==> config.mk <==
export PLATFORM = sky130hd
export DESIGN_NAME = cs2rgba_lane
export DESIGN_NICKNAME = d
export VERILOG_FILES = /design/src/rtl/cs2rgba_pkg.sv /design/src/rtl/cs2rgba_lane.sv
export SDC_FILE = /design/constraint.sdc
export NUM_CORES = 1
export LEC_CHECK = 0
export ABC_AREA = 1
export BUFFER_PORTS_ARGS = -buffer_cell sky130_fd_sc_hd__buf_2
export CAP_MARGIN = 40
export CORE_MARGIN = 2
export CORE_UTILIZATION = 65
export CTS_CLUSTER_SIZE = 24
export DETAILED_ROUTE_END_ITERATION = 16
export HOLD_SLACK_MARGIN = 0.03
export PLACE_DENSITY = 0.79
export SYNTH_ARGS = -nofsm -noshare
export SYNTH_HDL_FRONTEND = slang
export SYNTH_SLANG_ARGS = --single-unit
==> constraint.sdc <==
create_clock -name clk -period 8.5 [get_ports clk]
set_clock_uncertainty 0.15 [all_clocks]
set_input_delay 1.7 -clock clk [delete_from_list [all_inputs] [get_ports clk]]
set_output_delay 1.7 -clock clk [all_outputs]
set_load 0.1 [all_outputs]
==> src/rtl/cs2rgba_pkg.sv <==
`timescale 1ns / 1ps
// ----------------------------------------------------------------------------
// cs2rgba_pkg
// Shared widths, stage counts, register indexes, mode codes and color
// conversion coefficients for the component sample to RGBA converter.
// ----------------------------------------------------------------------------
package cs2rgba_pkg;

    localparam int SAMPLE_W     = 32;
    localparam int BYTE_W       = 8;
    localparam int LANE_COUNT   = 4;
    localparam int PREC_W       = 5;
    localparam int CFG_INDEX_W  = 2;
    localparam int CFG_DATA_W   = 20;

    // lane: clamp stage, numerator stage, one stage per quotient bit
    localparam int DIV_STEPS    = BYTE_W;
    localparam int DIV_BASE     = 2;
    localparam int LANE_STAGES  = DIV_BASE + DIV_STEPS;
    localparam int MERGE_STAGES = 2;
    localparam int PIPE_STAGES  = LANE_STAGES + MERGE_STAGES;

    // register indexes
    localparam logic [CFG_INDEX_W-1:0] REG_CHANNEL_MODE = 2'd0;
    localparam logic [CFG_INDEX_W-1:0] REG_COLOR_MODE   = 2'd1;
    localparam logic [CFG_INDEX_W-1:0] REG_PRECISIONS   = 2'd2;
    localparam logic [CFG_INDEX_W-1:0] REG_SIGNED_FLAGS = 2'd3;

    // channel modes; the unused code behaves as four components
    localparam logic [1:0] CH_GRAY  = 2'd0;
    localparam logic [1:0] CH_THREE = 2'd1;
    localparam logic [1:0] CH_FOUR  = 2'd2;

    localparam logic COLOR_RGB = 1'b0;
    localparam logic COLOR_YCC = 1'b1;

    // reset values
    localparam logic [1:0]                   RST_CHANNEL_MODE = CH_THREE;
    localparam logic                         RST_COLOR_MODE   = COLOR_RGB;
    localparam logic [LANE_COUNT*PREC_W-1:0] RST_PRECISIONS   = 20'd270600;
    localparam logic [LANE_COUNT-1:0]        RST_SIGNED_FLAGS = 4'd0;

    // Q1.16 coefficients
    localparam int COEF_W = 17;
    localparam logic [COEF_W-1:0] COEF_KR  = 17'd91881;
    localparam logic [COEF_W-1:0] COEF_KGB = 17'd22553;
    localparam logic [COEF_W-1:0] COEF_KGR = 17'd46802;
    localparam logic [COEF_W-1:0] COEF_KB  = 17'd116130;

    localparam logic [BYTE_W-1:0] CHROMA_BIAS = 8'd128;
    localparam logic [BYTE_W-1:0] BYTE_MAX    = 8'hFF;

    typedef logic [BYTE_W-1:0] byte_t;

    typedef struct packed {
        logic [1:0] channel_mode;
        logic       color_mode;
    } pix_mode_t;

endpackage

==> src/rtl/cs2rgba_lane.sv <==
`timescale 1ns / 1ps
// ----------------------------------------------------------------------------
// cs2rgba_lane
// One component lane: clamps a sample to its precision's range and rescales
// it to a byte with a pipelined restoring divider, one quotient bit a stage.
// ----------------------------------------------------------------------------
module cs2rgba_lane #(
    parameter int MAX_PRECISION = 31
) (
    input  logic                                clk,
    input  logic [cs2rgba_pkg::LANE_STAGES-1:0] en,
    input  logic [cs2rgba_pkg::SAMPLE_W-1:0]    sample,
    input  logic [cs2rgba_pkg::PREC_W-1:0]      precision,
    input  logic                                sign_mode,
    output cs2rgba_pkg::byte_t                  value
);

    localparam int PW     = cs2rgba_pkg::PREC_W;
    localparam int BW     = cs2rgba_pkg::BYTE_W;
    localparam int STEPS  = cs2rgba_pkg::DIV_STEPS;
    localparam int BASE   = cs2rgba_pkg::DIV_BASE;
    localparam int CMP_W  = cs2rgba_pkg::SAMPLE_W + 1;
    localparam int OFF_W  = MAX_PRECISION;
    localparam int NUM_W  = OFF_W + BW;
    localparam logic [PW-1:0] PREC_MAX = MAX_PRECISION[PW-1:0];

    logic [PW-1:0]           prec_eff;
    logic [CMP_W-1:0]        pow_p;
    logic [CMP_W-1:0]        pow_h;
    logic [CMP_W-1:0]        span_full;
    logic [CMP_W-1:0]        half_full;
    logic signed [CMP_W-1:0] hi;
    logic signed [CMP_W-1:0] lo;
    logic signed [CMP_W-1:0] s_ext;
    logic signed [CMP_W-1:0] s_cl;
    logic signed [CMP_W-1:0] diff;
    logic [OFF_W-1:0]        divisor;
    logic [OFF_W-1:0]        half;
    logic [NUM_W-1:0]        num;

    logic [OFF_W-1:0]        off_reg;
    logic [NUM_W-1:0]        rem_reg [0:STEPS-1];
    logic [BW-1:0]           q_reg   [1:STEPS];

    // Range and divisor follow the configuration, which the user must hold still
    // while words are in flight; the block itself does not enforce it.
    always_comb
    begin
        if (precision == '0)
            prec_eff = PW'(1);
        else if (precision > PREC_MAX)
            prec_eff = PREC_MAX;
        else
            prec_eff = precision;

        pow_p     = CMP_W'(1) << prec_eff;
        pow_h     = CMP_W'(1) << (prec_eff - PW'(1));
        span_full = pow_p - CMP_W'(1);
        half_full = pow_h - CMP_W'(1);

        if (sign_mode)
        begin
            hi = $signed(half_full);
            lo = $signed(-pow_h);
        end
        else
        begin
            hi = $signed(span_full);
            lo = '0;
        end

        s_ext = $signed({sample[cs2rgba_pkg::SAMPLE_W-1], sample});
        if (s_ext < lo)
            s_cl = lo;
        else if (s_ext > hi)
            s_cl = hi;
        else
            s_cl = s_ext;
        diff = s_cl - lo;
    end

    assign divisor = span_full[OFF_W-1:0];
    assign half    = half_full[OFF_W-1:0];

    always_ff @(posedge clk)
    begin
        if (en[0])
            off_reg <= diff[OFF_W-1:0];
    end

    // off * 255 + span / 2
    assign num = {off_reg, {BW{1'b0}}} - {{BW{1'b0}}, off_reg} + {{BW{1'b0}}, half};

    always_ff @(posedge clk)
    begin
        if (en[1])
            rem_reg[0] <= num;
    end

    for (genvar j = 0; j < STEPS; j++)
    begin : g_div
        logic [NUM_W-1:0] dsh;
        logic [BW-1:0]    q_in;
        logic             take;

        assign dsh  = {{BW{1'b0}}, divisor} << (STEPS - 1 - j);
        assign take = (rem_reg[j] >= dsh);

        if (j == 0)
        begin : g_first
            assign q_in = '0;
        end
        else
        begin : g_next
            assign q_in = q_reg[j];
        end

        always_ff @(posedge clk)
        begin
            if (en[BASE + j])
                q_reg[j+1] <= {q_in[BW-2:0], take};
        end

        if (j < STEPS - 1)
        begin : g_rem
            always_ff @(posedge clk)
            begin
                if (en[BASE + j])
                    rem_reg[j+1] <= take ? (rem_reg[j] - dsh) : rem_reg[j];
            end
        end
    end

    assign value = q_reg[STEPS];

endmodule

==> summary.txt, run 1 <==
Layout cells sized above 1 -> 0.04970
Reg2Reg Setup Slack -> 4.28 ns
Cell with the most instances after synthesis -> nand2_1
Post-Syn Area per Cell -> 7.445 sq um
Final ANT Viol Nets -> 0
Max Fanout on Critical Path -> 32
WP buf/inv -> 7
CP required -> 8.70 ns
Critical path depth in cells -> 40
CTS Hold Bufs -> 0
TNS Setup -> 0 ns
Initial Utilization -> 0.6542
Total leakage power -> 17.40 nW
Num rows -> 87
Largest net degree at the start of global routing -> 58
Worst Hold Class -> reg -> reg
Hold path depth -> 0
Post-synth top area cell -> edfxtp_1
First-pass GRT wire length -> 189000 microns
Crit path max-delay family -> simple AND/OR/NAND/NOR gates
# clock sinks -> 379
CP Capture Type -> flop
Cell area after layout -> 39640 sq um
Depth of the worst register-to-register path -> 15
Clk root buf -> clkbuf_16
Period utilisation layout -> 0.9056
Number of flip-flops in the largest register -> 312
EDFF count, synth -> 379
Unique masters post-synth -> 60
Max-cap violations -> 0
Total gr overflow -> 0
Max VDD drop -> 489.3 uV
Sequential-to-total area share from yosys stat -> 0.3097
I/O Pins -> 57
Synth async-reset ratio -> 0
Worst path slowest cell -> inv_2
WHS -> 0.2539 ns
CTS Buf Count -> 45
Vias per std cell -> 6.203
Vias in the first global route -> 33.78k
Wire length per cell -> 21.19 microns
Input/output buffers -> 56
Final WL -> 123500 microns
Final setup vio count -> 0
GPL Wtd Cong -> 1.042
Slew Limit Headroom -> 0.2892
Total Routing Usage GR -> 0.4145
Clock buffer depth -> 3
Worst Setup SP -> precision[2]
Fin nets -> 5509
Startpoint Class -> input port
Die ar. -> 58450 sq um
Synth top area share -> 0.3097
Fin crit period -> 7.698 ns
Post CTS Setup Buffer Count -> 0
Outcome -> completed
Setup Crit Path Kind -> in -> reg
Mapped Area -> 36750 sq um
Synth warn -> 0
H-tree depth -> 2
Initial antenna violation count -> 4
DRT iter0 DRCs -> 4282
CTS tree -> built
Core area -> 56170 sq um
Synth top cells by count -> nand2_1 (1204), inv_1 (556), nor2_1 (512), a21oi_1 (401), ha_1 (390)
Overall power -> 17.58 mW
R2r endpoint -> rem_reg[1][130]
Initial DRT Pass Iterations -> 9
Hpwl dp -> 98060 microns
Area grow syn2layout -> 7.866%
FF+latch count, synth -> 379
Syn Inst Count -> 4936
CP arrival -> 7.90 ns
Max stage delay on crit path -> 0.37 ns
Crit path capture -> off_reg[27]
Final Max Slew Viols -> 0
RSZ-0062 raised after global routing -> no
Cell Pwr Density -> 443.5 nW/um^2
Die span in y -> 241.8 microns
Ys flop type -> edfxtp_1
Residual DRC -> 0
Worst r2r src -> rem_reg[1][79]
Most frequent CP cell -> nand2_1
Chip width -> 241.8 microns
Worst slew pin tran -> 1.056 ns
Skew-Pair Late Insertion Delay -> 0.61 ns
Via count -> 36.17k
Fin. Hold Viols -> 0
Post-DP Area -> 38230 sq um
PostCTS Resize Cnt -> 0
Synth area leaders -> edfxtp_1 (31%), ha_1 (13%), nand2_1 (12%)
Fmax -> 0.1299 GHz
Clock Pin Slew Worst Setup and Hold Paths -> 0.06 ns
-- per-layer routing --
layer | part of all wire | vias to the layer above | wire length [microns] | GRT usage
met5 | 0.00011 | - | 13 | 0
met4 | 0.076 | 2 | 9330 | 0.2653
met3 | 0.10 | 458 | 12680 | 0.08080
met2 | 0.43 | 2037 | 53090 | 0.6411
met1 | 0.39 | 16590 | 48410 | 0.5334
li1 | - | 17080 | - | -
-- cell usage in the layout (no fill, tap or decap), drive strengths merged, types with 12 or more instances in the layout --
cell type	n
a21boi	23
a21o	57
a21oi	409
a31oi	47
buf	112
clkbuf	52
clkinv	20
edfxtp	379
fa	32
ha	390
inv	565
nand2	1215
nand3	215
nand3b	12
nand4	77
nor2	524
nor3	64
nor4	33
o211ai	26
o21a	16
o21ai	403
o21bai	45
or2	17
xnor2	143
xor2	126
-- cells by family (layout without fill, tap and decap cells) --
family | count (synthesis) | in the layout | share of synthesized area
compound gates | 1063 | 1063 | 0.1628
xor+xnor | 269 | 269 | 0.06412
fa+ha+maj | 422 | 422 | 0.1502
buf+inv | 630 | 755 | 0.06793
flops | 379 | 379 | 0.3097
mux | 3 | 3 | 0.0008172
other cells | 1 | 14 | 0.0001021
simple gates | 2169 | 2169 | 0.2443
-- layout make-up --
cell class | instances | area [sq um]
repair buffers | 112 | 802.0
flip-flops and latches | 379 | 11380
fillers | 4677 | 16530
multi-input cells | 3936 | 22990
clock inverters | 27 | 219.0
diodes | 4 | 10.01
well taps | 756 | 945.9
clock buffers | 52 | 1174
inverters | 564 | 2117
-- per-stage QoR --
stage,instances,setup WS (ns),utilization
after floorplan,4945,1.413,-
after global placement,5739,0.3793,0.6778
after detailed placement,5747,0.4571,0.6807
after CTS,5826,1.057,0.7055
after global routing,5828,0.3444,0.7056
final,5830,0.8021,0.7057
-- report_power, final --
part / internal [mW] / total [mW] / switching (mW)
logic: 4.03 / 11.4 / 7.35
registers: 3.59 / 4.32 / 0.732
clock network: 1.05 / 1.88 / 0.825
-- how the worst min path moves through the flow --
stage / startpoint / slack (ns) / to
after floorplan: q_reg[0][8] / 0.25 / q_reg[0][17]
after global placement: q_reg[0][35] / 0.25 / q_reg[0][44]
after detailed placement: q_reg[0][43] / 0.26 / q_reg[0][52]
after CTS: q_reg[0][49] / 0.26 / q_reg[0][58]
after global routing: q_reg[0][49] / 0.27 / q_reg[0][58]
final: q_reg[0][49] / 0.25 / q_reg[0][58]
-- worst reg2reg max path, cell delays in order (launching register included) --
cell      delay, ns
edfxtp_1       0.36
inv_1          0.08
ha_1           0.17
inv_1          0.06
fa_1           0.52
nand3_1        0.14
nand2_1        0.18
a21oi_2        0.30
o21ai_2        0.12
a21o_1         0.23
nand2_1        0.11
nand2_1        0.07
nand2_1        0.08
nand2_2        0.27
inv_2          0.77
o21ai_0        0.31
Power figures use the tool's default switching activity.
==> inputs of run 2 (changes only) <==
- CTS_CLUSTER_SIZE: 24 -> unset
- MAX_ROUTING_LAYER: unset -> met4
==> run 2 against run 1 <==
Compared with the run above: maximum frequency is 0.91% higher; via count decreased by 0.70%; worst hold slack improved by 0.013 ns; wire length decreased by 0.61%; design area barely moved; clock power is 2% lower; critical endpoint is now off_reg[30]; first-iteration DRC count fell by 2.3%; clock-buffer cell count fell by 4; global-route usage grew 0.74 points.
==> summary.txt, run 2 (synthesis gave the netlist of run 1 again) <==
H-tree depth -> 2
Clk root buf -> clkbuf_16
Final setup vio count -> 0
Core area -> 56170 sq um
Total leakage power -> 17.39 nW
GPL Wtd Cong -> 1.097
First-pass GRT wire length -> 187000 microns
Total Routing Usage GR -> 0.4219
P_int -> 8.633 mW
Wire length per cell -> 21.06 microns
Reg2Reg Setup Slack -> 4.33 ns
Logic pwr share -> 0.648
Num rows -> 87
Die span in y -> 241.8 microns
Worst slew pin tran -> 1.008 ns
CP arrival -> 7.84 ns
Fmax -> 0.1311 GHz
Cell Pwr Density -> 441.7 nW/um^2
Max Fanout on Critical Path -> 18
CTS Hold Bufs -> 0
Max VDD drop -> 503.8 uV
# clock sinks -> 379
Clock Pin Slew Worst Setup and Hold Paths -> 0.06 ns
Hold Startpoint -> q_reg[0][48]
Clk network pwr share -> 0.105
Area grow syn2layout -> 7.852%
Initial DRT Pass Iterations -> 6
CP Capture Type -> flop
Initial antenna violation count -> 1
Hold Path Sink -> q_reg[0][57]
CTS Buf Count -> 43
Period utilisation layout -> 0.8975
Register Area -> 11380 sq um
Layout cells sized above 1 -> 0.05013
Outcome -> completed
Hpwl dp -> 97470 microns
Worst Hold Class -> reg -> reg
PostCTS Resize Cnt -> 0
Worst path slowest cell -> fa_1
Most frequent cells in the layout -> nand2_1 (1203), inv_1 (556), nor2_1 (511)
DRT iter0 DRCs -> 4183
Number of flip-flops in the largest register -> 312
Worst r2r src -> rem_reg[1][79]
R2r endpoint -> rem_reg[1][133]
# fillers -> 4859
Flop pwr share -> 0.247
Final WL -> 122800 microns
CTS tree -> built
Setup Crit Path Kind -> in -> reg
Vias per std cell -> 6.161
Die ar. -> 58450 sq um
Most frequent CP cell -> nand2_1
Max-cap violations -> 0
Chip width -> 241.8 microns
Fin nets -> 5504
Total gr overflow -> 0
I/O Pins -> 57
Max stage delay on crit path -> 0.48 ns
Fin crit period -> 7.628 ns
Commonest non-fill, non-tap cell in the layout -> nand2_1
Final ANT Viol Nets -> 0
Vias in the first global route -> 33.34k
CP required -> 8.71 ns
Final Max Slew Viols -> 0
Slew Limit Headroom -> 0.3220
Switch Pwr -> 8.873 mW
Startpoint Class -> input port
Input/output buffers -> 56
Skew-Pair Late Insertion Delay -> 0.61 ns
Sw Ratio -> 0.5069
Via count -> 35.91k
WHS -> 0.2668 ns
Hold path depth -> 0
Fin. Hold Viols -> 0
Initial Utilization -> 0.6542
Multi-input gate area in the final layout -> 22990 sq um
Post CTS Setup Buffer Count -> 0
TNS Setup -> 0 ns
RSZ-0062 raised after global routing -> no
Largest net degree at the start of global routing -> 58
Depth of the worst register-to-register path -> 15
Residual DRC -> 0
Clock buffer depth -> 3
==> run 2: stage by stage <==
stage	power, mW	instance area (sq um)	util	setup WS (ns)	instances
after floorplan	12.13	36780	-	1.413	4945
after detailed placement	15.26	38250	0.6810	0.3920	5744
after global routing	18.79	39620	0.7054	0.1876	5824
final	17.51	39630	0.7056	0.8716	5829
after CTS	17.17	39620	0.7053	1.029	5823
after global placement	15.06	38060	0.6775	0.5186	5735
==> run 2: area by class of cell <==
cell class	count	area share
tap	756	0.02387
inverter	564	0.05342
sequential	379	0.2872
antenna	6	0.0003788
clock inverter	31	0.006788
timing repair buffer	109	0.02071
multi-input combinational	3936	0.5800
clock buffer	48	0.02762
==> run 2: worst max path at each step <==
| stage | from | end | slack, ns | cells after the start |
|---|---|---|---|---|
| 2_1_floorplan | precision[2] | off_reg[22] | 1.41 | 41 |
| 3_3_place_gp | precision[2] | off_reg[30] | 0.52 | 39 |
| 3_5_place_dp | precision[2] | off_reg[22] | 0.39 | 36 |
| 4_1_cts | precision[2] | off_reg[22] | 1.03 | 36 |
| 5_1_grt | precision[2] | off_reg[21] | 0.19 | 37 |
| 6_report | precision[2] | off_reg[30] | 0.87 | 39 |
==> run 2: critical path, delay by kind of cell <==
| kind | cells | cell delay (ns) |
|---|---|---|
| AND/OR/NAND/NOR | 28 | 3.54 |
| adder cells (fa/ha/maj) | 2 | 0.79 |
| AO/OA/AOI/OAI | 3 | 0.52 |
| buffers and inverters | 6 | 1.29 |
==> run 2: layer usage <==
| layer | part of all wire | vias to the layer above | GRT usage |
|---|---|---|---|
| met4 | 0.066 | 0 | 0.2404 |
| met1 | 0.40 | 16460 | 0.5358 |
| li1 | - | 17100 | - |
| met2 | 0.44 | 1940 | 0.6373 |
| met5 | 0 | - | - |
| met3 | 0.098 | 416 | 0.07414 |
==> run 2: power groups by stage <==
stage	Combinational, mW	Sequential, mW	Clock, mW
detailed placement	10.9	4.31	0
CTS	11.0	4.29	1.84
finish	11.3	4.33	1.84
floorplan	8.18	3.95	0
global route	12.5	4.37	1.90
global placement	10.8	4.30	0
