**config.mk**
```make
export PLATFORM = sky130hd
export DESIGN_NAME = cs2rgba_merge
export DESIGN_NICKNAME = d
export VERILOG_FILES = /design/src/rtl/cs2rgba_pkg.sv /design/src/rtl/cs2rgba_merge.sv
export SDC_FILE = /design/constraint.sdc
export NUM_CORES = 1
export LEC_CHECK = 0
export BUFFER_PORTS_ARGS = -buffer_cell sky130_fd_sc_hd__buf_2
export CAP_MARGIN = 40
export CORE_MARGIN = 8
export CORE_UTILIZATION = 56
export DETAILED_ROUTE_END_ITERATION = 8
export PLACE_DENSITY = 0.77
export SYNTH_ARGS = -nofsm -noshare
export SYNTH_HDL_FRONTEND = slang
export SYNTH_SLANG_ARGS = --single-unit
export TNS_END_PERCENT = 10
```
**constraint.sdc**
```tcl
create_clock -name clk -period 5 [get_ports clk]
set_clock_uncertainty 0.15 [all_clocks]
set_input_delay 0 -clock clk [delete_from_list [all_inputs] [get_ports clk]]
set_output_delay 0 -clock clk [all_outputs]
set_load 0.02 [all_outputs]
```
**src/rtl/cs2rgba_pkg.sv**
```systemverilog
`timescale 1ns / 1ps
// ----------------------------------------------------------------------------
// cs2rgba_pkg
// Shared widths, stage counts, register indexes, mode codes and color
// conversion coefficients for the component sample to RGBA converter.
// ----------------------------------------------------------------------------
package cs2rgba_pkg;

    localparam int SAMPLE_W     = 32;
    localparam int BYTE_W       = 8;
    localparam int LANE_COUNT   = 4;
    localparam int PREC_W       = 5;
    localparam int CFG_INDEX_W  = 2;
    localparam int CFG_DATA_W   = 20;

    // lane: clamp stage, numerator stage, one stage per quotient bit
    localparam int DIV_STEPS    = BYTE_W;
    localparam int DIV_BASE     = 2;
    localparam int LANE_STAGES  = DIV_BASE + DIV_STEPS;
    localparam int MERGE_STAGES = 2;
    localparam int PIPE_STAGES  = LANE_STAGES + MERGE_STAGES;

    // register indexes
    localparam logic [CFG_INDEX_W-1:0] REG_CHANNEL_MODE = 2'd0;
    localparam logic [CFG_INDEX_W-1:0] REG_COLOR_MODE   = 2'd1;
    localparam logic [CFG_INDEX_W-1:0] REG_PRECISIONS   = 2'd2;
    localparam logic [CFG_INDEX_W-1:0] REG_SIGNED_FLAGS = 2'd3;

    // channel modes; the unused code behaves as four components
    localparam logic [1:0] CH_GRAY  = 2'd0;
    localparam logic [1:0] CH_THREE = 2'd1;
    localparam logic [1:0] CH_FOUR  = 2'd2;

    localparam logic COLOR_RGB = 1'b0;
    localparam logic COLOR_YCC = 1'b1;

    // reset values
    localparam logic [1:0]                   RST_CHANNEL_MODE = CH_THREE;
    localparam logic                         RST_COLOR_MODE   = COLOR_RGB;
    localparam logic [LANE_COUNT*PREC_W-1:0] RST_PRECISIONS   = 20'd270600;
    localparam logic [LANE_COUNT-1:0]        RST_SIGNED_FLAGS = 4'd0;

    // Q1.16 coefficients
    localparam int COEF_W = 17;
    localparam logic [COEF_W-1:0] COEF_KR  = 17'd91881;
    localparam logic [COEF_W-1:0] COEF_KGB = 17'd22553;
    localparam logic [COEF_W-1:0] COEF_KGR = 17'd46802;
    localparam logic [COEF_W-1:0] COEF_KB  = 17'd116130;

    localparam logic [BYTE_W-1:0] CHROMA_BIAS = 8'd128;
    localparam logic [BYTE_W-1:0] BYTE_MAX    = 8'hFF;

    typedef logic [BYTE_W-1:0] byte_t;

    typedef struct packed {
        logic [1:0] channel_mode;
        logic       color_mode;
    } pix_mode_t;

endpackage

```
**src/rtl/cs2rgba_merge.sv**
```systemverilog
`timescale 1ns / 1ps
// ----------------------------------------------------------------------------
// cs2rgba_merge
// Combines the four lane bytes into one RGBA pixel: gray fan-out, RGB pass
// or YCbCr to RGB conversion, and alpha selection. Two register stages.
// ----------------------------------------------------------------------------
module cs2rgba_merge (
    input  logic                                 clk,
    input  logic [cs2rgba_pkg::MERGE_STAGES-1:0] en,
    input  cs2rgba_pkg::pix_mode_t               mode,
    input  cs2rgba_pkg::byte_t                   lane_y,
    input  cs2rgba_pkg::byte_t                   lane_b,
    input  cs2rgba_pkg::byte_t                   lane_r,
    input  cs2rgba_pkg::byte_t                   lane_a,
    output cs2rgba_pkg::byte_t                   red,
    output cs2rgba_pkg::byte_t                   green,
    output cs2rgba_pkg::byte_t                   blue,
    output cs2rgba_pkg::byte_t                   alpha
);

    localparam int BW   = cs2rgba_pkg::BYTE_W;
    localparam int CW   = BW + 1;
    localparam int SW   = 27;
    localparam int FRAC = 16;

    function automatic cs2rgba_pkg::byte_t round_clamp(input logic signed [SW-1:0] v);
        logic [SW-1:0] t;
        begin
            t = ($unsigned(v) + SW'(32768)) >> FRAC;
            if (v[SW-1])
                round_clamp = '0;
            else if (t > SW'(cs2rgba_pkg::BYTE_MAX))
                round_clamp = cs2rgba_pkg::BYTE_MAX;
            else
                round_clamp = t[BW-1:0];
        end
    endfunction

    logic signed [CW-1:0] cb;
    logic signed [CW-1:0] cr;
    logic signed [SW-1:0] pr;
    logic signed [SW-1:0] pgb;
    logic signed [SW-1:0] pgr;
    logic signed [SW-1:0] pb;
    logic signed [SW-1:0] yterm;
    logic signed [SW-1:0] sr;
    logic signed [SW-1:0] sg;
    logic signed [SW-1:0] sb;

    cs2rgba_pkg::byte_t   y_reg;
    cs2rgba_pkg::byte_t   b_reg;
    cs2rgba_pkg::byte_t   r_reg;
    cs2rgba_pkg::byte_t   a_reg;
    logic signed [SW-1:0] pr_reg;
    logic signed [SW-1:0] pgb_reg;
    logic signed [SW-1:0] pgr_reg;
    logic signed [SW-1:0] pb_reg;

    cs2rgba_pkg::byte_t   red_reg;
    cs2rgba_pkg::byte_t   green_reg;
    cs2rgba_pkg::byte_t   blue_reg;
    cs2rgba_pkg::byte_t   alpha_reg;
    cs2rgba_pkg::byte_t   red_next;
    cs2rgba_pkg::byte_t   green_next;
    cs2rgba_pkg::byte_t   blue_next;
    cs2rgba_pkg::byte_t   alpha_next;

    assign cb  = $signed({1'b0, lane_b} - {1'b0, cs2rgba_pkg::CHROMA_BIAS});
    assign cr  = $signed({1'b0, lane_r} - {1'b0, cs2rgba_pkg::CHROMA_BIAS});
    assign pr  = $signed({1'b0, cs2rgba_pkg::COEF_KR})  * cr;
    assign pgb = $signed({1'b0, cs2rgba_pkg::COEF_KGB}) * cb;
    assign pgr = $signed({1'b0, cs2rgba_pkg::COEF_KGR}) * cr;
    assign pb  = $signed({1'b0, cs2rgba_pkg::COEF_KB})  * cb;

    always_ff @(posedge clk)
    begin
        if (en[0])
        begin
            y_reg   <= lane_y;
            b_reg   <= lane_b;
            r_reg   <= lane_r;
            a_reg   <= lane_a;
            pr_reg  <= pr;
            pgb_reg <= pgb;
            pgr_reg <= pgr;
            pb_reg  <= pb;
        end
    end

    assign yterm = $signed({{(SW-BW-FRAC){1'b0}}, y_reg, {FRAC{1'b0}}});
    assign sr    = yterm + pr_reg;
    assign sg    = yterm - pgb_reg - pgr_reg;
    assign sb    = yterm + pb_reg;

    always_comb
    begin
        if (mode.channel_mode == cs2rgba_pkg::CH_GRAY)
        begin
            red_next   = y_reg;
            green_next = y_reg;
            blue_next  = y_reg;
            alpha_next = cs2rgba_pkg::BYTE_MAX;
        end
        else
        begin
            if (mode.color_mode == cs2rgba_pkg::COLOR_YCC)
            begin
                red_next   = round_clamp(sr);
                green_next = round_clamp(sg);
                blue_next  = round_clamp(sb);
            end
            else
            begin
                red_next   = y_reg;
                green_next = b_reg;
                blue_next  = r_reg;
            end
            alpha_next = (mode.channel_mode >= cs2rgba_pkg::CH_FOUR) ? a_reg
                                                                    : cs2rgba_pkg::BYTE_MAX;
        end
    end

    always_ff @(posedge clk)
    begin
        if (en[1])
        begin
            red_reg   <= red_next;
            green_reg <= green_next;
            blue_reg  <= blue_next;
            alpha_reg <= alpha_next;
        end
    end

    assign red   = red_reg;
    assign green = green_reg;
    assign blue  = blue_reg;
    assign alpha = alpha_reg;

endmodule

```
==> results.yml, run 1 <==
timing:
  finalCriticalPeriod_ps: 4760
  fin_crit_sh_pct: 95.2
  finalWorstSetupSlack_ps: 239
  setup_viol: 0
  final_max_slew_viol_count: 0
  max_clock_freq_mhz: 210
  holdWs_ps: 30.8
  max-slew-margin-rel_pct: 40.7
  rsz0062_at_grt: "no"
  worstMarginPinSlew_ps: 888
  final_hold_viol_count: 0
final_layout:
  largest_register_ff_count: 22
  final_cell_mix: "ha_1, inv_1, edfxtp_1"
  layout.nets: 2057
  area_delta_synth_final_pct: 14.0
  final_cells: 1941
  drive_gt1_share_pct: 13.5
  mostFrequentLayoutCell: "ha_1"
  final_core_util_pct: 64.7
  fillers: 2032
  final_area_mm2: 0.0174
yosys:
  synth_area_mm2: 0.0153
  ys.flop_type: "edfxtp_1"
  synthCells: 1417
  avgSynthCellArea_um2: 10.8
  synth_top_cell_by_area: "ha_1"
  ys_async_sr_fraction_pct: 0
  synth_area_leaders: "ha_1, edfxtp_1, fa_1"
  synth.distinct_cells: 94
  synth-edff-count: 132
  yosysTopAreaCellShare_pct: 26.1
  yosysSeqAreaShare_pct: 26.0
  ys_warn_count: 0
  synth_fp_nets: 1888
  yosys_register_bits: 132
clocking:
  worstSkewPairLatency_ps: 430
  cts_htree_levels: 4
  clock-sinks: 132
  postCtsSetupBuffers: 0
  cts_tree: "built"
  cts.reportedPaths.clkPinSlew_ps: 60
  cts-buffers-inserted: 17
  root_buffer: "clkbuf_16"
  cts_buffer_depth: 2
die:
  io_pins: 70
  row_count: 60
  coreArea_mm2: 0.0269
  initial_core_util_pct: 56.8
  die_w_um: 181
  die-area_mm2: 0.0328
  dieHeight_um: 181
worst_hold_path:
  min_path_type: "input pin to register"
power_and_ir_drop:
  vdd_drop_max_mv: 0.459
  leakage_uw: 0.00867
  power_density_mw_per_mm2: 569
setup_path:
  setup.worst_path.class: "input pin to register"
  ff2ff_setup_slack_ps: 450
  start_kind: "input pin"
  cp_common_cell: "xnor2_1"
  crit_slowest_cell: "or4_1"
  cp_cell_sequence: "buf_2 > dlygate4sd3_1 > buf_4 > xnor2_1 > xnor2_1 > fa_1 > inv_1 > fa_1 > ha_1 > ha_1 > o2111ai_1 > o31ai_4 > nor4_2 > or4_1 > a21oi_1 > a2111oi_4 > o21bai_1 > xnor2_1"
  critPathArrivalTime_ps: 4780
  critPathMaxStageDelay_ps: 570
  critPathMaxFanout: 11
  critPathCaptureType: "register"
  crit_required_ps: 5020
grt:
  grt_overflow: 0
  grt_pass1_vias: 11400
  grt_max_degree: 62
  grt_first_pass_wirelength_um: 57800
  antenna_found_initial: 1
  grt_usage_pct: 21.9
placement:
  port_buffers: 69
  dp_slack_ps: -121
  hpwl_um: 28000
  place.gp.congestion: 0.921
  place_area_mm2: 0.0164
  dp.cells: 1873
drt:
  dr.first_iter.drc_count: 965
  drcViolationCount: 0
  firstDrtPassIters: 6
  ant_nets: 0
  wirelength_um: 34600
  vias_per_cell: 5.63
  vias: 10900
  post_drt_wl_per_cell_um: 17.8
run_status:
  status: "completed"
run:
  max_cap_viol_count: 0
cell families (layout without fill, tap and decap cells):
family,Yosys count,after routing,share of synthesized area (%)
buf+inv,277,459,7.12
simple gates,231,231,8.31
fa+ha+maj,433,433,41.2
flops,132,132,26.0
other cells,0,1,0
xor+xnor,93,93,5.39
compound gates,247,247,11.8
mux,4,4,0.262
critical path, delay by kind of cell:
kind                     cells  cell delay [ps]
adder cells (fa/ha/maj)      4             1650
AO/OA/AOI/OAI                5             1080
buffers and inverters        4              950
AND/OR/NAND/NOR              2              640
XOR/XNOR                     3              420
worst paths after layout:
path,from,endpoint,cells after the start
worst max-delay path,lane_r[7],pr_reg[26],18
worst min-delay path,lane_b[3],pgb_reg[3],3
worst max register to register,y_reg[1],green[3],14
worst min register to register,a_reg[2],alpha[2],1
routing by layer:
layer	global-route usage [%]	part of all wire, %	vias up
li1	-	-	5291
met1	27.8	43	5282
met2	37.8	49	288
met3	3.91	5.3	62
met4	6.49	2.6	0
met5	0	0	-
report_power, final:
group | internal, µW | leakage, µW | total, µW | switching, µW
clock network | 718 | 0.000292 | 1280 | 565
registers | 1690 | 0.00129 | 1820 | 127
logic | 2870 | 0.00709 | 6800 | 3930
total | 5280 | 0.00867 | 9900 | 4620
stage by stage:
step           total power, µW  TNS (ps)
4_1_cts                   9790         0
2_1_floorplan             6940         0
5_1_grt                  10800         0
3_5_place_dp              8410      -359
3_3_place_gp              8200     -21.2
6_report                  9900         0
layout make-up:
class	count	area, µm²	area share (%)
Multi-Input combinational cell	1008	10300	59.1
Timing Repair Buffer	160	1120	6.45
Antenna cell	1	2.50	0.0144
Sequential cell	132	3960	22.8
Tap cell	341	427	2.45
Clock buffer	17	425	2.45
Inverter	267	1000	5.76
Clock inverter	15	180	1.04
cells in the mapped netlist, drive strengths merged (8+ instances only):
| library cell | number |
|---|---|
| a211oi | 13 |
| a21o | 37 |
| a21oi | 64 |
| a311oi | 9 |
| and3 | 8 |
| edfxtp | 132 |
| fa | 115 |
| ha | 318 |
| inv | 267 |
| nand2 | 39 |
| nand2b | 16 |
| nand3 | 24 |
| nand4 | 10 |
| nor2 | 55 |
| nor3 | 24 |
| o21a | 10 |
| o21ai | 36 |
| o21bai | 12 |
| o22ai | 12 |
| or2 | 8 |
| or3 | 9 |
| xnor2 | 63 |
| xor2 | 30 |
repair_timing:
item                                    4_1_cts  5_1_grt
endpoints found under the hold margin       103        0
hold buffers                                 35        0
endpoints found under the setup margin        0       15
gates resized for setup                       0       14
Power figures use the tool's default switching activity.
==> run 2: changes to the inputs <==
--- a/config.mk
+++ b/config.mk
@@ -5,12 +5,13 @@
 export SDC_FILE = /design/constraint.sdc
 export NUM_CORES = 1
 export LEC_CHECK = 0
+export ABC_AREA = 1
 export BUFFER_PORTS_ARGS = -buffer_cell sky130_fd_sc_hd__buf_2
-export CAP_MARGIN = 40
+export CAP_MARGIN = 20
 export CORE_MARGIN = 8
 export CORE_UTILIZATION = 56
 export DETAILED_ROUTE_END_ITERATION = 8
-export PLACE_DENSITY = 0.77
+export PLACE_DENSITY = 0.76
 export SYNTH_ARGS = -nofsm -noshare
 export SYNTH_HDL_FRONTEND = slang
 export SYNTH_SLANG_ARGS = --single-unit
==> run 2 against run 1 <==
Cell area up 4.9%. Global-route usage up 2.1 points. Critical path type unchanged. Die area up 5.8%. Highest routed layer unchanged. Total power up 6.5%. Clock power up 5%. Hold slack worse by 16 ps. Setup slack better by 16 ps. Combinational power up 8.1%.
==> results.yml, run 2 <==
run_status:
  status: "completed"
die:
  die_w_um: 186
  dieHeight_um: 186
  row_count: 62
  coreArea_mm2: 0.0286
  initial_core_util_pct: 56.7
  io_pins: 70
  die-area_mm2: 0.0347
final_layout:
  final_area_mm2: 0.0183
  multi_input_area_mm2: 0.0108
  layout.nets: 2487
  final_cells: 2413
  final_cell_mix: "nand2_1, inv_1, ha_1"
  largest_register_ff_count: 22
  fillers: 2316
  area_delta_synth_final_pct: 12.5
  seqCellArea_mm2: 0.00396
  drive_gt1_share_pct: 8.72
  mostFrequentLayoutCell: "nand2_1"
  antenna_cells: 0
drt:
  post_drt_wl_per_cell_um: 16.7
  drcViolationCount: 0
  dr.first_iter.drc_count: 774
  firstDrtPassIters: 5
  vias: 12700
  ant_nets: 0
  wirelength_um: 40300
  vias_per_cell: 5.27
power_and_ir_drop:
  netSwitchingPower_uw: 5400
  power_frac_clock_pct: 12.7
  p_int_uw: 5150
  swShare_pct: 51.2
  power_density_mw_per_mm2: 578
  combPwrFrac_pct: 69.7
  leakage_uw: 0.00980
  pwr-share-seq_pct: 17.6
  vdd_drop_max_mv: 0.404
clocking:
  worstSkewPairLatency_ps: 440
  cts_tree: "built"
  cts_htree_levels: 4
  clock-sinks: 132
  root_buffer: "clkbuf_16"
  cts.reportedPaths.clkPinSlew_ps: 80
  cts-buffers-inserted: 17
  cts_buffer_depth: 2
yosys:
  ys_warn_count: 0
  synthTopCellsByCount: "nand2_1, inv_1, ha_1"
  yosys_register_bits: 132
  ys_async_sr_fraction_pct: 0
  synthCells: 1870
  avgSynthCellArea_um2: 8.68
  synth-edff-count: 132
  synth_area_leaders: "ha_1, edfxtp_1, fa_1"
  yosysSeqAreaShare_pct: 24.4
  ys.flop_type: "edfxtp_1"
  synth.distinct_cells: 40
  synth_fp_nets: 2341
  yosysMostFrequentCell: "nand2_1"
  yosysTopAreaCellShare_pct: 24.5
  synth_area_mm2: 0.0162
  synth_top_cell_by_area: "ha_1"
worst_hold_path:
  worstHoldStart: "lane_r[3]"
  hold_path_end: "pr_reg[3]"
  min_path_type: "input pin to register"
  hold_depth: 2
run:
  max_cap_viol_count: 0
setup_path:
  critPathCaptureType: "register"
  ff2ff_setup_slack_ps: 900
  crit_buf_inv: 6
  rr_endpoint: "green[1]"
  cp_cell_sequence: "dlygate4sd3_1 > buf_2 > clkinvlp_4 > ha_4 > inv_1 > ha_1 > inv_1 > fa_1 > fa_1 > inv_1 > ha_1 > ha_1 > nand2_1 > o21ai_0 > a21oi_1 > o21ai_1 > nand3_1 > nand2_1 > nand4_1 > o211ai_1 > a21oi_1 > xor2_1"
  critPathMaxStageDelay_ps: 550
  r2r_cells: 24
  setup.worst_path.class: "input pin to register"
  critPathMaxFanout: 10
  crit_slowest_cell: "fa_1"
  crit_required_ps: 5040
  path_delay_family: "adder cells"
  r2r_start: "y_reg[1]"
  critPathArrivalTime_ps: 4790
  start_kind: "input pin"
placement:
  hpwl_um: 33500
  dp_slack_ps: 18.9
  place_area_mm2: 0.0172
  place.gp.congestion: 0.970
  dp.cells: 2346
  port_buffers: 69
grt:
  grt_pass1_vias: 12900
  grt_first_pass_wirelength_um: 65300
  grt_usage_pct: 24.1
  grt_overflow: 0
  antenna_found_initial: 0
  grt_max_degree: 64
timing:
  holdWs_ps: 15.1
  finalCriticalPeriod_ps: 4750
  fin_crit_sh_pct: 94.9
  setup_viol: 0
  final_hold_viol_count: 0
  finalWorstSetupSlack_ps: 254
  final_max_slew_viol_count: 0
  rsz0062_at_grt: "yes"
  max-slew-margin-rel_pct: 44.4
  max_clock_freq_mhz: 211
  worstMarginPinSlew_ps: 835
==> run 2: cell types whose count changed in the layout (fill, tap and decap cells not counted), moves of 11 or more <==
cell      delta
nand3_1     +54
nand2b_1    -16
nor2_2      +11
a21o_1      -30
nand2_1    +396
nor2_1      +13
nand2_2     +14
buf_4       -29
xnor2_1     -39
a21oi_1     +40
xor2_1      +40
inv_1      +113
nor3_1      -11
==> run 2: repair_timing <==
item | in CTS | in global routing
setup endpoints to repair | 0 | 15
hold buffers | 35 | 0
endpoints found under the hold margin | 77 | 0
gates resized for setup | 0 | 18
setup buffers | 0 | 0
==> run 2: routing by layer <==
metal	up-vias	routed length, µm	track usage (%)
li1	6315	-	-
met1	5986	18100	31.5
met2	338	19000	41.4
met3	66	2130	2.99
met4	0	1040	6.99
met5	-	0	0
==> run 2: worst max-delay path by stage <==
stage	startpoint	end	slack, ps	depth (start not counted)
after detailed placement	lane_r[5]	pgr_reg[25]	20	18
after global placement	lane_r[5]	pgr_reg[25]	180	18
final	lane_b[7]	pb_reg[23]	250	22
after floorplan	lane_r[7]	pr_reg[24]	500	20
after global routing	lane_b[7]	pb_reg[23]	-20	22
after CTS	lane_b[2]	pgb_reg[25]	120	24
==> run 2: final cells by class <==
class                           instances  share of cell area (%)
Tap cell                              384                    2.63
Inverter                              388                    8.00
Sequential cell                       132                    21.7
Multi-Input combinational cell       1347                    59.3
Clock inverter                         15                    1.12
Clock buffer                           17                    2.33
Timing Repair Buffer                  130                    4.89
==> run 2: power by group through the flow <==
stage | logic (µW) | clock network, µW | registers [µW]
2_1_floorplan | 5370 | 0 | 1820
3_3_place_gp | 7060 | 0 | 1860
3_5_place_dp | 7190 | 0 | 1870
4_1_cts | 7280 | 1350 | 1850
5_1_grt | 8300 | 1390 | 1880
6_report | 7350 | 1340 | 1850
==> run 2: metrics by stage <==
stage,utilization [%],setup TNS [ps],total power [µW]
3_3_place_gp,60.2,0,8920
4_1_cts,63.7,0,10500
5_1_grt,63.8,-23.8,11600
3_5_place_dp,60.2,0,9060
6_report,63.8,0,10500
2_1_floorplan,-,0,7190
==> run 2: worst reg2reg max path, delay by kind of cell (launching register included) <==
| family | cells | cell delay [ps] |
|---|---|---|
| adder cells (fa/ha/maj) | 2 | 990 |
| AND/OR/NAND/NOR | 18 | 1730 |
| flip-flops | 1 | 530 |
| buffers and inverters | 4 | 460 |
==> run 2: kinds of logic after synthesis <==
group,after synthesis,share of synthesized area (%)
flip-flops,132,24.4
AO/OA/AOI/OAI,166,5.61
buffers and inverters,391,9.04
XOR/XNOR,93,5.02
adder cells (fa/ha/maj),433,38.7
AND/OR/NAND/NOR,655,17.2
==> run 3: changes to the inputs <==
==> constraint.sdc (replaced) <==
create_clock -name clk -period 4.3 [get_ports clk]
set_clock_uncertainty 0.15 [all_clocks]
set_input_delay 0 -clock clk [delete_from_list [all_inputs] [get_ports clk]]
set_output_delay 0 -clock clk [all_outputs]
set_load 0.02 [all_outputs]
==> run 3 against run 2 <==
Sequential share of layout area decreased by 0.96 points. Combinational power grew 24%. Critical path depth fell by 2. Hold slack improved by 19 ps. Total power rose by 21%. Utilization is 3.0 points higher. Via count grew 4.6%. Die area did not move. Cell count up 4.9%. Non-clock buffer count rose by 119. First-iteration DRC count increased by 28%. Critical endpoint is now pr_reg[26].
==> results.yml, run 3 (synthesis gave the netlist of run 2 again) <==
timing:
  max_clock_freq_mhz: 243
  fin_crit_sh_pct: 95.8
  final_max_slew_viol_count: 0
  max-slew-margin-rel_pct: 33.5
  worstMarginPinSlew_ps: 998
  rsz0062_at_grt: "yes"
  final_hold_viol_count: 0
  setup_viol: 0
  finalCriticalPeriod_ps: 4120
final_layout:
  fillers: 2251
  final_cell_mix: "nand2_1, inv_1, ha_1"
  final_cells: 2532
  seqCellArea_mm2: 0.00396
  mostFrequentLayoutCell: "nand2_1"
  drive_gt1_share_pct: 13.7
  multi_input_area_mm2: 0.0108
  antenna_cells: 0
  layout.nets: 2606
  area_delta_synth_final_pct: 17.7
  final_core_util_pct: 66.7
  largest_register_ff_count: 22
drt:
  drcViolationCount: 0
  vias: 13300
  wirelength_um: 41500
  vias_per_cell: 5.25
  firstDrtPassIters: 7
  ant_nets: 0
  post_drt_wl_per_cell_um: 16.4
  dr.first_iter.drc_count: 990
grt:
  grt_max_degree: 74
  grt_first_pass_wirelength_um: 67700
  antenna_found_initial: 0
  grt_usage_pct: 24.8
  grt_pass1_vias: 13800
  grt_overflow: 0
clocking:
  postCtsSetupBuffers: 0
  cts_htree_levels: 4
  cts_tree: "built"
  root_buffer: "clkbuf_16"
  worstSkewPairLatency_ps: 440
  cts.reportedPaths.clkPinSlew_ps: 80
  clock-sinks: 132
  cts-buffers-inserted: 17
  cts_buffer_depth: 2
die:
  die_w_um: 186
  coreArea_mm2: 0.0286
  row_count: 62
  initial_core_util_pct: 56.7
  die-area_mm2: 0.0347
  io_pins: 70
  dieHeight_um: 186
placement:
  hpwl_um: 34900
  place.gp.congestion: 0.996
  dp.cells: 2464
  port_buffers: 69
setup_path:
  critPathArrivalTime_ps: 4140
  path_delay_family: "adder cells"
  critPathMaxStageDelay_ps: 550
  crit_buf_inv: 4
  crit_required_ps: 4320
  cp_cell_sequence: "buf_2 > ha_1 > inv_1 > fa_1 > fa_1 > fa_1 > inv_1 > ha_1 > ha_1 > a21oi_1 > o21ai_0 > a21oi_1 > inv_1 > a21oi_1 > o21ai_0 > nand3_1 > nand2_1 > nand4_1 > nand2_1 > xor2_1"
  setup.worst_path.class: "input pin to register"
  critPathCaptureType: "register"
  crit_slowest_cell: "fa_1"
  critPathMaxFanout: 5
  start_kind: "input pin"
run:
  max_cap_viol_count: 0
worst_hold_path:
  min_path_type: "input pin to register"
power_and_ir_drop:
  vdd_drop_max_mv: 0.425
  power_density_mw_per_mm2: 666
  leakage_uw: 0.0104
run_status:
  status: "completed"
[run 3: metal layers]
layer | track usage, % | vias up | wire (µm)
met5 | 0 | - | 0
met4 | 9.81 | 0 | 1520
met3 | 3.65 | 94 | 2100
met2 | 42.5 | 362 | 19800
met1 | 31.2 | 6276 | 18100
li1 | - | 6558 | -
[run 3: worst min-delay path, delay by kind of cell]
family / cells / cell delay [ps]
simple gates: 3 / 410
buf+inv: 1 / 110
[run 3: final cells by class]
class / count / area share, %
clock inverters: 15 / 0.832
repair buffers: 249 / 9.37
inverters: 388 / 7.65
multi-input cells: 1347 / 56.7
well taps: 384 / 2.52
flip-flops and latches: 132 / 20.8
clock buffers: 17 / 2.23
[run 3: final timing paths]
kind                                 from    endpoint  slack, ps  cells past startpoint
worst max-delay path            lane_r[0]  pr_reg[26]        180                     20
worst min-delay path              mode[0]      red[4]         30                      4
worst max register to register   y_reg[0]    green[7]        410                     24
worst min register to register   a_reg[2]    alpha[2]        350                      2
[run 3: timing repair]
action,CTS,global route
endpoints found under the setup margin,0,15
gates resized for setup,0,13
hold buffers,36,0
hold endpoints to repair,78,0
[run 3: per-stage QoR]
| stage | area, µm² | power, µW | setup WS, ps | hold WS (ps) | TNS, ps |
|---|---|---|---|---|---|
| 5_1_grt | 19100 | 14000 | -74.3 | 56.3 | -267 |
| 6_report | 19100 | 12700 | 180 | 33.9 | 0 |
| 3_3_place_gp | 18100 | 10800 | -182 | 26.6 | -1790 |
| 3_5_place_dp | 18100 | 11100 | -383 | 28.5 | -4850 |
| 2_1_floorplan | 16200 | 8370 | -62.5 | -51.1 | -94.7 |
| 4_1_cts | 19100 | 12600 | 48.6 | 30.1 | 0 |
[run 3: power by group]
| group | switching [µW] | internal (µW) |
|---|---|---|
| sequential | 184 | 1960 |
| clock | 665 | 778 |
| combinational | 5560 | 3570 |
